## src/rtl/cesm_pkg.sv

```systemverilog
// Package for the capacity-bounded store with smallest-first eviction.
// Holds item and entry types, field widths, codes and reset constants.
// No dependencies; every other file of the block but cesm_ram imports it.
package cesm_pkg;

   // Field widths of the items
   localparam int ID_W          = 8;
   localparam int TS_W          = 32;
   localparam int SIZE_W        = 16;
   localparam int TOTAL_OUT_W   = 20;
   localparam int ENTRY_CNT_W   = 5;

   // Default number of entries held
   localparam int CAPACITY_DEF  = 16;

   // At most this many evictions per optimize item
   localparam int MAX_BURST     = 16;
   localparam int BURST_W       = $clog2(MAX_BURST + 1);

   // Reported total saturates here
   localparam logic [TOTAL_OUT_W-1:0] TOTAL_OUT_MAX = {TOTAL_OUT_W{1'b1}};

   // Reset value of the size ceiling: 32 GB in 1/1024 GB units
   localparam logic [TOTAL_OUT_W-1:0] LIMIT_RESET = TOTAL_OUT_W'(32768);

   // Operation codes
   localparam logic OP_INSERT   = 1'b0;
   localparam logic OP_OPTIMIZE = 1'b1;

   typedef struct packed {
      logic              operation;
      logic [ID_W-1:0]   file_id;
      logic [TS_W-1:0]   timestamp;
      logic [SIZE_W-1:0] size;
   } req_item_type;

   typedef struct packed {
      logic                   evicted_valid;
      logic [ID_W-1:0]        evicted_id;
      logic [TS_W-1:0]        evicted_timestamp;
      logic [SIZE_W-1:0]      evicted_size;
      logic [TOTAL_OUT_W-1:0] total_size;
      logic [ENTRY_CNT_W-1:0] entry_count;
      logic                   full_error;
      logic                   last;
   } rsp_item_type;

   // One stored entry, as kept in the entry memory
   typedef struct packed {
      logic [ID_W-1:0]   id;
      logic [TS_W-1:0]   timestamp;
      logic [SIZE_W-1:0] size;
   } entry_type;

endpackage

```

## src/rtl/capacity_evict_smallest_store_top.sv

```systemverilog
// Top level of the capacity-bounded store with smallest-first eviction.
// Depends on cesm_pkg, cesm_engine (with cesm_ram) and cesm_out_reg.
//
// Holds up to CAPACITY entries (id, timestamp, size) in timestamp order in one
// synchronous entry memory. The engine works on one item at a time; req_ready
// is high only while it is idle, and it drops again until the item's last
// result has been handed to the output register. An insert walks down from
// the tail, shifting each entry that is not older up one place with one read
// and one write on the memory's single read and write port, then places the
// item; a dropped insert on a full store goes straight to its result with
// full_error set. An optimize item, per eviction, scans all held entries for
// the smallest, compacts by reading and writing each entry behind the evicted
// one, then accounts and emits the result, at most 16 evictions per item; an
// optimize within the ceiling emits its result without a scan. Results leave
// through an output register, so a stalled consumer holds the engine only
// when a second result is ready. size_limit is written on the csr port
// (always ready); the user writes it only between items, which the block
// does not enforce. Sizes are in 1/1024 GB, and total_size saturates at the
// top of its 20-bit range.
module capacity_evict_smallest_store_top #(
   parameter int CAPACITY = cesm_pkg::CAPACITY_DEF
) (
   input  logic                             clock,
   input  logic                             reset,
   input  logic                             req_valid,
   output logic                             req_ready,
   input  cesm_pkg::req_item_type           req_item,
   output logic                             rsp_valid,
   input  logic                             rsp_ready,
   output cesm_pkg::rsp_item_type           rsp_item,
   input  logic                             csr_valid,
   output logic                             csr_ready,
   input  logic [cesm_pkg::TOTAL_OUT_W-1:0] csr_data
);
   import cesm_pkg::*;

   logic         res_valid;
   logic         res_ready;
   rsp_item_type res_item;

   // Store engine with its entry memory
   cesm_engine #(
      .CAPACITY (CAPACITY)
   ) u_engine (
      .clock     (clock),
      .reset     (reset),
      .req_valid (req_valid),
      .req_ready (req_ready),
      .req_item  (req_item),
      .csr_valid (csr_valid),
      .csr_ready (csr_ready),
      .csr_data  (csr_data),
      .res_valid (res_valid),
      .res_ready (res_ready),
      .res_item  (res_item)
   );

   // Register the results toward the consumer
   cesm_out_reg u_out_reg (
      .clock     (clock),
      .reset     (reset),
      .in_valid  (res_valid),
      .in_ready  (res_ready),
      .in_item   (res_item),
      .rsp_valid (rsp_valid),
      .rsp_ready (rsp_ready),
      .rsp_item  (rsp_item)
   );

endmodule

```

## src/rtl/cesm_ram.sv

```systemverilog
// Generic simple dual-port RAM: one write port, one read port, registered read.
// No dependencies.
module cesm_ram #(
   parameter int WIDTH = 8,
   parameter int DEPTH = 16
) (
   input  logic                     clock,
   input  logic                     wr_en,
   input  logic [$clog2(DEPTH)-1:0] wr_addr,
   input  logic [WIDTH-1:0]         wr_data,
   input  logic                     rd_en,
   input  logic [$clog2(DEPTH)-1:0] rd_addr,
   output logic [WIDTH-1:0]         rd_data
);

   logic [WIDTH-1:0] mem_ff [DEPTH];
   logic [WIDTH-1:0] rd_data_ff;

   // Write, and register the read word
   always_ff @(posedge clock) begin
      if (wr_en) begin
         mem_ff[wr_addr] <= wr_data;
      end
      if (rd_en) begin
         rd_data_ff <= mem_ff[rd_addr];
      end
   end

   assign rd_data = rd_data_ff;

endmodule

```

## src/rtl/cesm_out_reg.sv

```systemverilog
// Output register of the result channel: parts the engine from the consumer.
// Depends on cesm_pkg for the result item type.
module cesm_out_reg (
   input  logic                  clock,
   input  logic                  reset,
   input  logic                  in_valid,
   output logic                  in_ready,
   input  cesm_pkg::rsp_item_type in_item,
   output logic                  rsp_valid,
   input  logic                  rsp_ready,
   output cesm_pkg::rsp_item_type rsp_item
);
   import cesm_pkg::*;

   logic         valid_ff;
   logic         valid_in;
   rsp_item_type item_ff;

   // Take a new item when the slot is empty or being drained
   assign in_ready = !valid_ff || rsp_ready;
   assign valid_in = (in_valid && in_ready) || (valid_ff && !rsp_ready);

   always_ff @(posedge clock) begin
      if (reset) begin
         valid_ff <= 1'b0;
      end else begin
         valid_ff <= valid_in;
      end
   end

   // Hold the payload until a new item is loaded
   always_ff @(posedge clock) begin
      if (in_valid && in_ready) begin
         item_ff <= in_item;
      end
   end

   assign rsp_valid = valid_ff;
   assign rsp_item  = item_ff;

endmodule

```

## src/rtl/cesm_engine.sv

```systemverilog
// Store engine: ordered entry memory, insert shifting, smallest-entry scan and
// compaction, running total, count and size ceiling. Depends on cesm_pkg, cesm_ram.
module cesm_engine #(
   parameter int CAPACITY = cesm_pkg::CAPACITY_DEF
) (
   input  logic                                clock,
   input  logic                                reset,
   input  logic                                req_valid,
   output logic                                req_ready,
   input  cesm_pkg::req_item_type              req_item,
   input  logic                                csr_valid,
   output logic                                csr_ready,
   input  logic [cesm_pkg::TOTAL_OUT_W-1:0]    csr_data,
   output logic                                res_valid,
   input  logic                                res_ready,
   output cesm_pkg::rsp_item_type              res_item
);
   import cesm_pkg::*;

   localparam int IDX_W   = $clog2(CAPACITY);
   localparam int CNT_W   = $clog2(CAPACITY + 1);
   localparam int TOT_W   = $clog2(CAPACITY * (2 ** SIZE_W));
   localparam int EXT_W   = TOT_W + TOTAL_OUT_W;
   localparam int CEXT_W  = CNT_W + ENTRY_CNT_W;
   localparam int ENTRY_W = $bits(entry_type);

   localparam logic [2:0] ST_IDLE      = 3'd0;
   localparam logic [2:0] ST_INS_RD    = 3'd1;
   localparam logic [2:0] ST_INS_WR    = 3'd2;
   localparam logic [2:0] ST_OPT_START = 3'd3;
   localparam logic [2:0] ST_SCAN      = 3'd4;
   localparam logic [2:0] ST_SH_RD     = 3'd5;
   localparam logic [2:0] ST_SH_WR     = 3'd6;
   localparam logic [2:0] ST_EMIT      = 3'd7;

   // Control state
   logic [2:0]             state_ff, state_in;
   logic [CNT_W-1:0]       held_count_ff, held_count_in;
   logic [TOT_W-1:0]       total_ff, total_in;
   logic [TOTAL_OUT_W-1:0] limit_ff, limit_in;
   logic [BURST_W-1:0]     burst_ff, burst_in;
   logic                   pend_ff, pend_in;

   // Working payload
   req_item_type           item_ff, item_in;
   logic [CNT_W-1:0]       ptr_ff, ptr_in;
   logic [CNT_W-1:0]       pend_idx_ff, pend_idx_in;
   entry_type              best_ff, best_in;
   logic [CNT_W-1:0]       best_idx_ff, best_idx_in;
   logic                   evict_ff, evict_in;
   logic                   full_ff, full_in;

   // Memory port
   logic                   ram_wr_en;
   logic [IDX_W-1:0]       ram_wr_addr;
   entry_type              ram_wr_data;
   logic                   ram_rd_en;
   logic [IDX_W-1:0]       ram_rd_addr;
   entry_type              ram_rd_data;

   // Helpers
   entry_type              new_entry;
   logic [CNT_W-1:0]       ptr_m1;
   logic [CNT_W-1:0]       ptr_p1;
   logic [EXT_W-1:0]       total_ext;
   logic [CEXT_W-1:0]      count_ext;
   logic                   total_gt_limit;
   logic                   more_evict;
   logic                   scan_issue;
   logic                   ins_done;

   cesm_ram #(
      .WIDTH (ENTRY_W),
      .DEPTH (CAPACITY)
   ) u_entry_ram (
      .clock   (clock),
      .wr_en   (ram_wr_en),
      .wr_addr (ram_wr_addr),
      .wr_data (ram_wr_data),
      .rd_en   (ram_rd_en),
      .rd_addr (ram_rd_addr),
      .rd_data (ram_rd_data)
   );

   assign new_entry = '{id: item_ff.file_id, timestamp: item_ff.timestamp,
                        size: item_ff.size};
   assign ptr_m1    = ptr_ff - 1'b1;
   assign ptr_p1    = ptr_ff + 1'b1;
   assign total_ext = EXT_W'(total_ff);
   assign count_ext = CEXT_W'(held_count_ff);

   // Eviction continues while the burst has room, entries remain and the total is over the ceiling
   assign total_gt_limit = total_ext > EXT_W'(limit_ff);
   assign more_evict     = (burst_ff < BURST_W'(MAX_BURST)) && (held_count_ff != '0)
                           && total_gt_limit;
   assign scan_issue     = ptr_ff < held_count_ff;

   assign req_ready = (state_ff == ST_IDLE);
   assign csr_ready = 1'b1;
   assign res_valid = (state_ff == ST_EMIT);

   // Build the result from the updated total and count
   always_comb begin
      res_item                   = '0;
      res_item.evicted_valid     = evict_ff;
      res_item.evicted_id        = evict_ff ? best_ff.id        : '0;
      res_item.evicted_timestamp = evict_ff ? best_ff.timestamp : '0;
      res_item.evicted_size      = evict_ff ? best_ff.size      : '0;
      res_item.total_size        = (total_ext > EXT_W'(TOTAL_OUT_MAX)) ?
                                   TOTAL_OUT_MAX : total_ext[TOTAL_OUT_W-1:0];
      res_item.entry_count       = count_ext[ENTRY_CNT_W-1:0];
      res_item.full_error        = full_ff;
      res_item.last              = !(evict_ff && more_evict);
   end

   // Sequence inserts, scans and compaction over the entry memory
   always_comb begin
      state_in      = state_ff;
      held_count_in = held_count_ff;
      total_in      = total_ff;
      limit_in      = limit_ff;
      burst_in      = burst_ff;
      pend_in       = 1'b0;
      item_in       = item_ff;
      ptr_in        = ptr_ff;
      pend_idx_in   = pend_idx_ff;
      best_in       = best_ff;
      best_idx_in   = best_idx_ff;
      evict_in      = evict_ff;
      full_in       = full_ff;
      ram_wr_en     = 1'b0;
      ram_wr_addr   = ptr_ff[IDX_W-1:0];
      ram_wr_data   = new_entry;
      ram_rd_en     = 1'b0;
      ram_rd_addr   = ptr_ff[IDX_W-1:0];
      ins_done      = 1'b0;

      if (csr_valid) begin
         limit_in = csr_data;
      end

      case (state_ff)
         ST_IDLE: begin
            if (req_valid) begin
               item_in = req_item;
               if (req_item.operation == OP_OPTIMIZE) begin
                  burst_in = '0;
                  state_in = ST_OPT_START;
               end else if (held_count_ff >= CNT_W'(CAPACITY)) begin
                  full_in  = 1'b1;
                  evict_in = 1'b0;
                  state_in = ST_EMIT;
               end else begin
                  ptr_in   = held_count_ff;
                  state_in = ST_INS_RD;
               end
            end
         end
         // Walk down from the tail; place the item at the head when reached
         ST_INS_RD: begin
            if (ptr_ff == '0) begin
               ram_wr_en = 1'b1;
               ins_done  = 1'b1;
            end else begin
               ram_rd_en   = 1'b1;
               ram_rd_addr = ptr_m1[IDX_W-1:0];
               state_in    = ST_INS_WR;
            end
         end
         // Shift an entry up if it is not older than the item, else place the item
         ST_INS_WR: begin
            ram_wr_en = 1'b1;
            if (ram_rd_data.timestamp >= item_ff.timestamp) begin
               ram_wr_data = ram_rd_data;
               ptr_in      = ptr_m1;
               state_in    = ST_INS_RD;
            end else begin
               ins_done = 1'b1;
            end
         end
         ST_OPT_START: begin
            if (more_evict) begin
               ptr_in   = '0;
               state_in = ST_SCAN;
            end else begin
               evict_in = 1'b0;
               full_in  = 1'b0;
               state_in = ST_EMIT;
            end
         end
         // Stream reads over all entries; keep the first smallest
         ST_SCAN: begin
            ram_rd_en   = scan_issue;
            pend_in     = scan_issue;
            pend_idx_in = ptr_ff;
            if (scan_issue) begin
               ptr_in = ptr_p1;
            end
            if (pend_ff) begin
               if (pend_idx_ff == '0 || ram_rd_data.size < best_ff.size) begin
                  best_in     = ram_rd_data;
                  best_idx_in = pend_idx_ff;
               end
            end
            if (!scan_issue && !pend_ff) begin
               ptr_in   = best_idx_ff;
               state_in = ST_SH_RD;
            end
         end
         // Close the gap left by the evicted entry, reading and then writing each entry behind it
         ST_SH_RD: begin
            if (ptr_p1 < held_count_ff) begin
               ram_rd_en   = 1'b1;
               ram_rd_addr = ptr_p1[IDX_W-1:0];
               state_in    = ST_SH_WR;
            end else begin
               held_count_in = held_count_ff - 1'b1;
               total_in      = total_ff - TOT_W'(best_ff.size);
               burst_in      = burst_ff + 1'b1;
               evict_in      = 1'b1;
               full_in       = 1'b0;
               state_in      = ST_EMIT;
            end
         end
         ST_SH_WR: begin
            ram_wr_en   = 1'b1;
            ram_wr_data = ram_rd_data;
            ptr_in      = ptr_p1;
            state_in    = ST_SH_RD;
         end
         ST_EMIT: begin
            if (res_ready) begin
               state_in = (evict_ff && more_evict) ? ST_OPT_START : ST_IDLE;
            end
         end
         default: begin
            state_in = ST_IDLE;
         end
      endcase

      // Account for a placed item
      if (ins_done) begin
         held_count_in = held_count_ff + 1'b1;
         total_in      = total_ff + TOT_W'(item_ff.size);
         evict_in      = 1'b0;
         full_in       = 1'b0;
         state_in      = ST_EMIT;
      end
   end

   always_ff @(posedge clock) begin
      if (reset) begin
         state_ff      <= ST_IDLE;
         held_count_ff <= '0;
         total_ff      <= '0;
         limit_ff      <= LIMIT_RESET;
         burst_ff      <= '0;
         pend_ff       <= 1'b0;
      end else begin
         state_ff      <= state_in;
         held_count_ff <= held_count_in;
         total_ff      <= total_in;
         limit_ff      <= limit_in;
         burst_ff      <= burst_in;
         pend_ff       <= pend_in;
      end
   end

   always_ff @(posedge clock) begin
      item_ff     <= item_in;
      ptr_ff      <= ptr_in;
      pend_idx_ff <= pend_idx_in;
      best_ff     <= best_in;
      best_idx_ff <= best_idx_in;
      evict_ff    <= evict_in;
      full_ff     <= full_in;
   end

   // Count never passes the capacity
   a_count_bound: assert property (@(posedge clock) disable iff (reset)
      held_count_ff <= CNT_W'(CAPACITY))
      else $error("entry count beyond capacity");

   // Burst never passes its limit
   a_burst_bound: assert property (@(posedge clock) disable iff (reset)
      burst_ff <= BURST_W'(MAX_BURST))
      else $error("eviction burst beyond limit");

   // A finished eviction removes exactly one entry
   a_evict_count: assert property (@(posedge clock) disable iff (reset)
      (state_ff == ST_SH_RD && state_in == ST_EMIT)
      |=> held_count_ff == $past(held_count_ff) - 1'b1)
      else $error("eviction did not drop one entry");

   // A dropped insert leaves the store untouched
   a_full_drop: assert property (@(posedge clock) disable iff (reset)
      (state_ff == ST_IDLE && req_valid && req_item.operation == OP_INSERT
       && held_count_ff == CNT_W'(CAPACITY))
      |=> held_count_ff == $past(held_count_ff) && total_ff == $past(total_ff))
      else $error("full insert changed the store");

   // The memory is written only while inserting or compacting
   a_write_phase: assert property (@(posedge clock) disable iff (reset)
      ram_wr_en |-> (state_ff == ST_INS_RD || state_ff == ST_INS_WR
                     || state_ff == ST_SH_WR))
      else $error("entry memory written outside insert or compaction");

endmodule

```

## config.mk

```make
export PLATFORM = sky130hd
export DESIGN_NAME = capacity_evict_smallest_store_top
export DESIGN_NICKNAME = d
export VERILOG_FILES = /design/src/rtl/cesm_pkg.sv /design/src/rtl/capacity_evict_smallest_store_top.sv /design/src/rtl/cesm_ram.sv /design/src/rtl/cesm_out_reg.sv /design/src/rtl/cesm_engine.sv
export SDC_FILE = /design/constraint.sdc
export NUM_CORES = 2
export LEC_CHECK = 0
export BUFFER_PORTS_ARGS = -buffer_cell sky130_fd_sc_hd__buf_4
export CORE_MARGIN = 5
export CORE_UTILIZATION = 35
export DETAILED_ROUTE_END_ITERATION = 16
export GPL_TIMING_DRIVEN = 0
export PLACE_DENSITY = 0.53
export SYNTH_ARGS = -nofsm -noshare
export SYNTH_HDL_FRONTEND = slang
export SYNTH_SLANG_ARGS = --single-unit
```

## constraint.sdc

```tcl
create_clock -name clock -period 7.55 [get_ports clock]
set_input_delay 0.3775 -clock clock [delete_from_list [all_inputs] [get_ports clock]]
set_output_delay 0.3775 -clock clock [all_outputs]
set_load 0.005 [all_outputs]
```

==> results.ini <==
[run_status]
outcome=completed

[timing]
finalWorstSetupSlack_ns=0.818
min_period_ns=6.73
hold_violations=0
min_period_over_period_pct=89.2
whs_ns=0.157
rsz0062_at_grt=no
slew_headroom_pct=2.80
setup_viol=0
worst_pin_slew_ns=1.46
skew_ns=0.0325
slew_violations=0
fmax_mhz=149

[clock_network]
cts_max_level=4
cts_hold_buffers=79
post_cts_resized=0
cts_buffers=134
post_cts_buffers=0
cts_tree=yes
ctsLongestPathBuffers=3
cts_root_buf=clkbuf_16
worstSkewPairLatency_ns=0.77
clock_sinks=1220
clk_pin_slew_worst_paths_ns=0.06

[final_layout]
stdcell_count=5452
post-route-util_pct=42.4
multiInputGateArea_sq_um=12100
fin_area_sq_um=59200
final_nets=3658
regArea_sq_um=36100
drive_above_1_share_pct=20.2
syn2layout_area_growth_pct=20.6
fillers=12567

[synthesis]
syn_avg_cell_area_sq_um=16.3
synthDistinctLibCells=67
ys_top_cells_by_area=edfxtp_1 71%, mux4_2 7.7%, nand2_1 3.4%
synth_adder_area_share_pct=2.73
synth_area_sq_um=49100
ys_seq_elements=1220
syn-num-nets=3193
synthCells=3005
synth_mux_area_share_pct=8.80
synthTopCellsByCount=1,163 x edfxtp_1, 450 x nand2_1, 168 x mux4_2, 140 x nand3_1, 104 x ha_1
synth-async-reset-ratio_pct=0
synth-compound-area-share_pct=4.90
yosysMostFrequentCell=edfxtp_1
synth-edff-count=1163
synth_top_family_by_area=multiplexers
synth.largest_area_cell=edfxtp_1
yosysSeqAreaShare_pct=73.5
yosysWarnings=0
synthSimpleGateAreaFrac_pct=7.17
synthFlopType=edfxtp_1
yosys.area_share.xor_xnor_pct=0.731
synth_top_area_share_pct=71.1

[floorplan]
fp.dieH_um=385
core-area_sq_um=140000
initial_core_util_pct=35.2
rows=137
die_area_sq_um=148000
dieWidth_um=385
io_pins=169

[global_route]
grt_max_degree=41
grt-ovfl-total=0
grt_pass1_vias=28061
grt_usage_pct=17.8
antenna_found_initial=4
grt_first_pass_wirelength_um=192000

[drt]
dr.pass1.iters=5
route.detailed.drc=0
wl_per_cell_um=24.3
finalWirelength_um=133000
antenna_left=0
first_iter_violations=2647
viasPerCell=5.09
vias=27750

[placement]
place.gp.congestion=0.809
portBuffers=165
dp.cells=5131
dpl-instance-area_sq_um=54200
dp_hpwl_um=88900
place_ws_ns=0.811

[critical_path]
crit_start=u_engine.u_entry_ram.rd_data[23]$_DFFE_PP_
endpoint_kind=flip-flop
cp.required_ns=8.17
timing.rr.start=u_engine.u_entry_ram.rd_data[23]$_DFFE_PP_
start_kind=flip-flop
critPathMaxFanout=13
path_class=flip-flop to flip-flop
cp.arrival_ns=7.36

[worst_hold_path]
hold_class=input pin to flip-flop
min_from=rsp_ready

[power]
p_leak_uw=0.0204
p_per_area_nw_per_um2=435
ir_drop_uv=225

[run]
max_cap_viol_count=0

==> sequential cells by signal, summed over array words and instances, names as in the netlist <==
| register | flops |
|---|---|
| u_engine.best_ff | 56 |
| u_engine.held_count_ff | 5 |
| u_out_reg.rsp_item | 84 |
| u_engine.u_entry_ram.rd_data | 56 |
| u_engine.burst_ff | 5 |
| u_engine.ptr_ff | 5 |
| u_engine.item_ff | 56 |
| u_engine.pend_idx_ff | 5 |
| u_engine.evict_ff | 1 |
| u_engine.u_entry_ram.mem_ff | 896 |
| u_engine.pend_ff | 1 |
| u_engine.limit_ff | 20 |
| u_engine.best_idx_ff | 5 |
| u_engine.full_ff | 1 |
| u_engine.state_ff | 3 |
| u_out_reg.rsp_valid | 1 |
| u_engine.total_ff | 20 |
==> routing by layer <==
layer	track usage, %	vias up	wire, um	share of wire, %
met4	4.63	0	2800	2.1
li1	-	12516	-	-
met3	3.38	187	7930	6.0
met2	28.8	896	62700	47
met5	0	-	0	0
met1	24.9	14151	59100	45
==> final timing paths <==
check                                            end  slack (ns)  cells after the start
hold / removal        u_out_reg.rsp_valid$_SDFF_PP0_        0.16                      3
setup reg to reg  u_engine.total_ff[19]$_SDFFE_PP0P_        0.82                     19
setup / recovery  u_engine.total_ff[19]$_SDFFE_PP0P_        0.82                     19
hold reg to reg      u_out_reg.rsp_item[1]$_DFFE_PP_        0.44                      0
==> power breakdown <==
part / switching [uW] / internal (uW) / total (uW)
logic: 6330 / 3660 / 10000
clock network: 2690 / 3630 / 6320
registers: 445 / 9020 / 9460
==> metrics by stage <==
stage                     power (uW)  TNS [ns]
after floorplan                15800         0
after global placement         19400  -1011.22
after detailed placement       19700         0
after CTS                      26100         0
after global routing           27100         0
final                          25800         0
==> worst max-delay path, stage by stage, from the launching register on <==
cell	delay (ns)
edfxtp_1	0.46
ha_1	0.34
nand2_1	0.07
nor3_1	0.18
a21oi_1	0.24
o31ai_1	0.84
a21bo_2	0.44
o31a_1	0.36
buf_2	0.29
buf_1	0.62
a21oi_1	0.21
ha_1	0.43
and4_1	0.26
a21boi_0	0.50
nor4_1	0.15
o41ai_1	0.62
inv_1	0.08
o211ai_1	0.29
xnor2_1	0.16
nor2_1	0.05
==> layout by cell type, fill, tap and decap left out, types with 16 or more instances in the layout <==
cell           synthesis  layout
edfxtp_1            1163    1163
nand2_1              450     450
buf_4                 12     195
mux4_2               168     168
nand3_1              140     140
clkbuf_16              0     140
clkbuf_1              82     115
ha_1                 104     104
inv_1                 86      86
nor2_1                97      85
dlygate4sd3_1          0      79
a21oi_1               75      75
o211ai_1              66      66
a22oi_1               57      57
dfxtp_1               57      57
buf_2                 44      46
and2_1                45      44
o21ai_0               60      32
xnor2_1               32      32
o21ai_1                2      30
a21o_1                28      28
mux2_2                28      28
buf_6                  6      25
buf_12                 0      25
clkinv_1               1      23
mux2i_1               22      22
clkinv_2               0      22
buf_16                 0      19
buf_1                 17      17
nor3_1                19      16
==> logic make-up (layout without fill, tap and decap cells) <==
logic type | after synthesis | in the layout
AO/OA/AOI/OAI | 362 | 362
XOR/XNOR | 41 | 41
adder cells (fa/ha/maj) | 106 | 106
buffers and inverters | 248 | 818
flip-flops | 1220 | 1220
multiplexers | 218 | 218
other | 1 | 2
AND/OR/NAND/NOR | 809 | 809
==> cell type report <==
type,count,area share (%)
flip-flops and latches,1220,60.9
multi-input cells,1537,20.4
clock buffers,175,6.17
repair buffers,329,5.81
well taps,1876,3.96
plain buffers,161,1.27
clock inverters,66,0.915
inverters,87,0.551
diodes,1,0.00423
No activity file was read; power rests on OpenSTA's default activity.
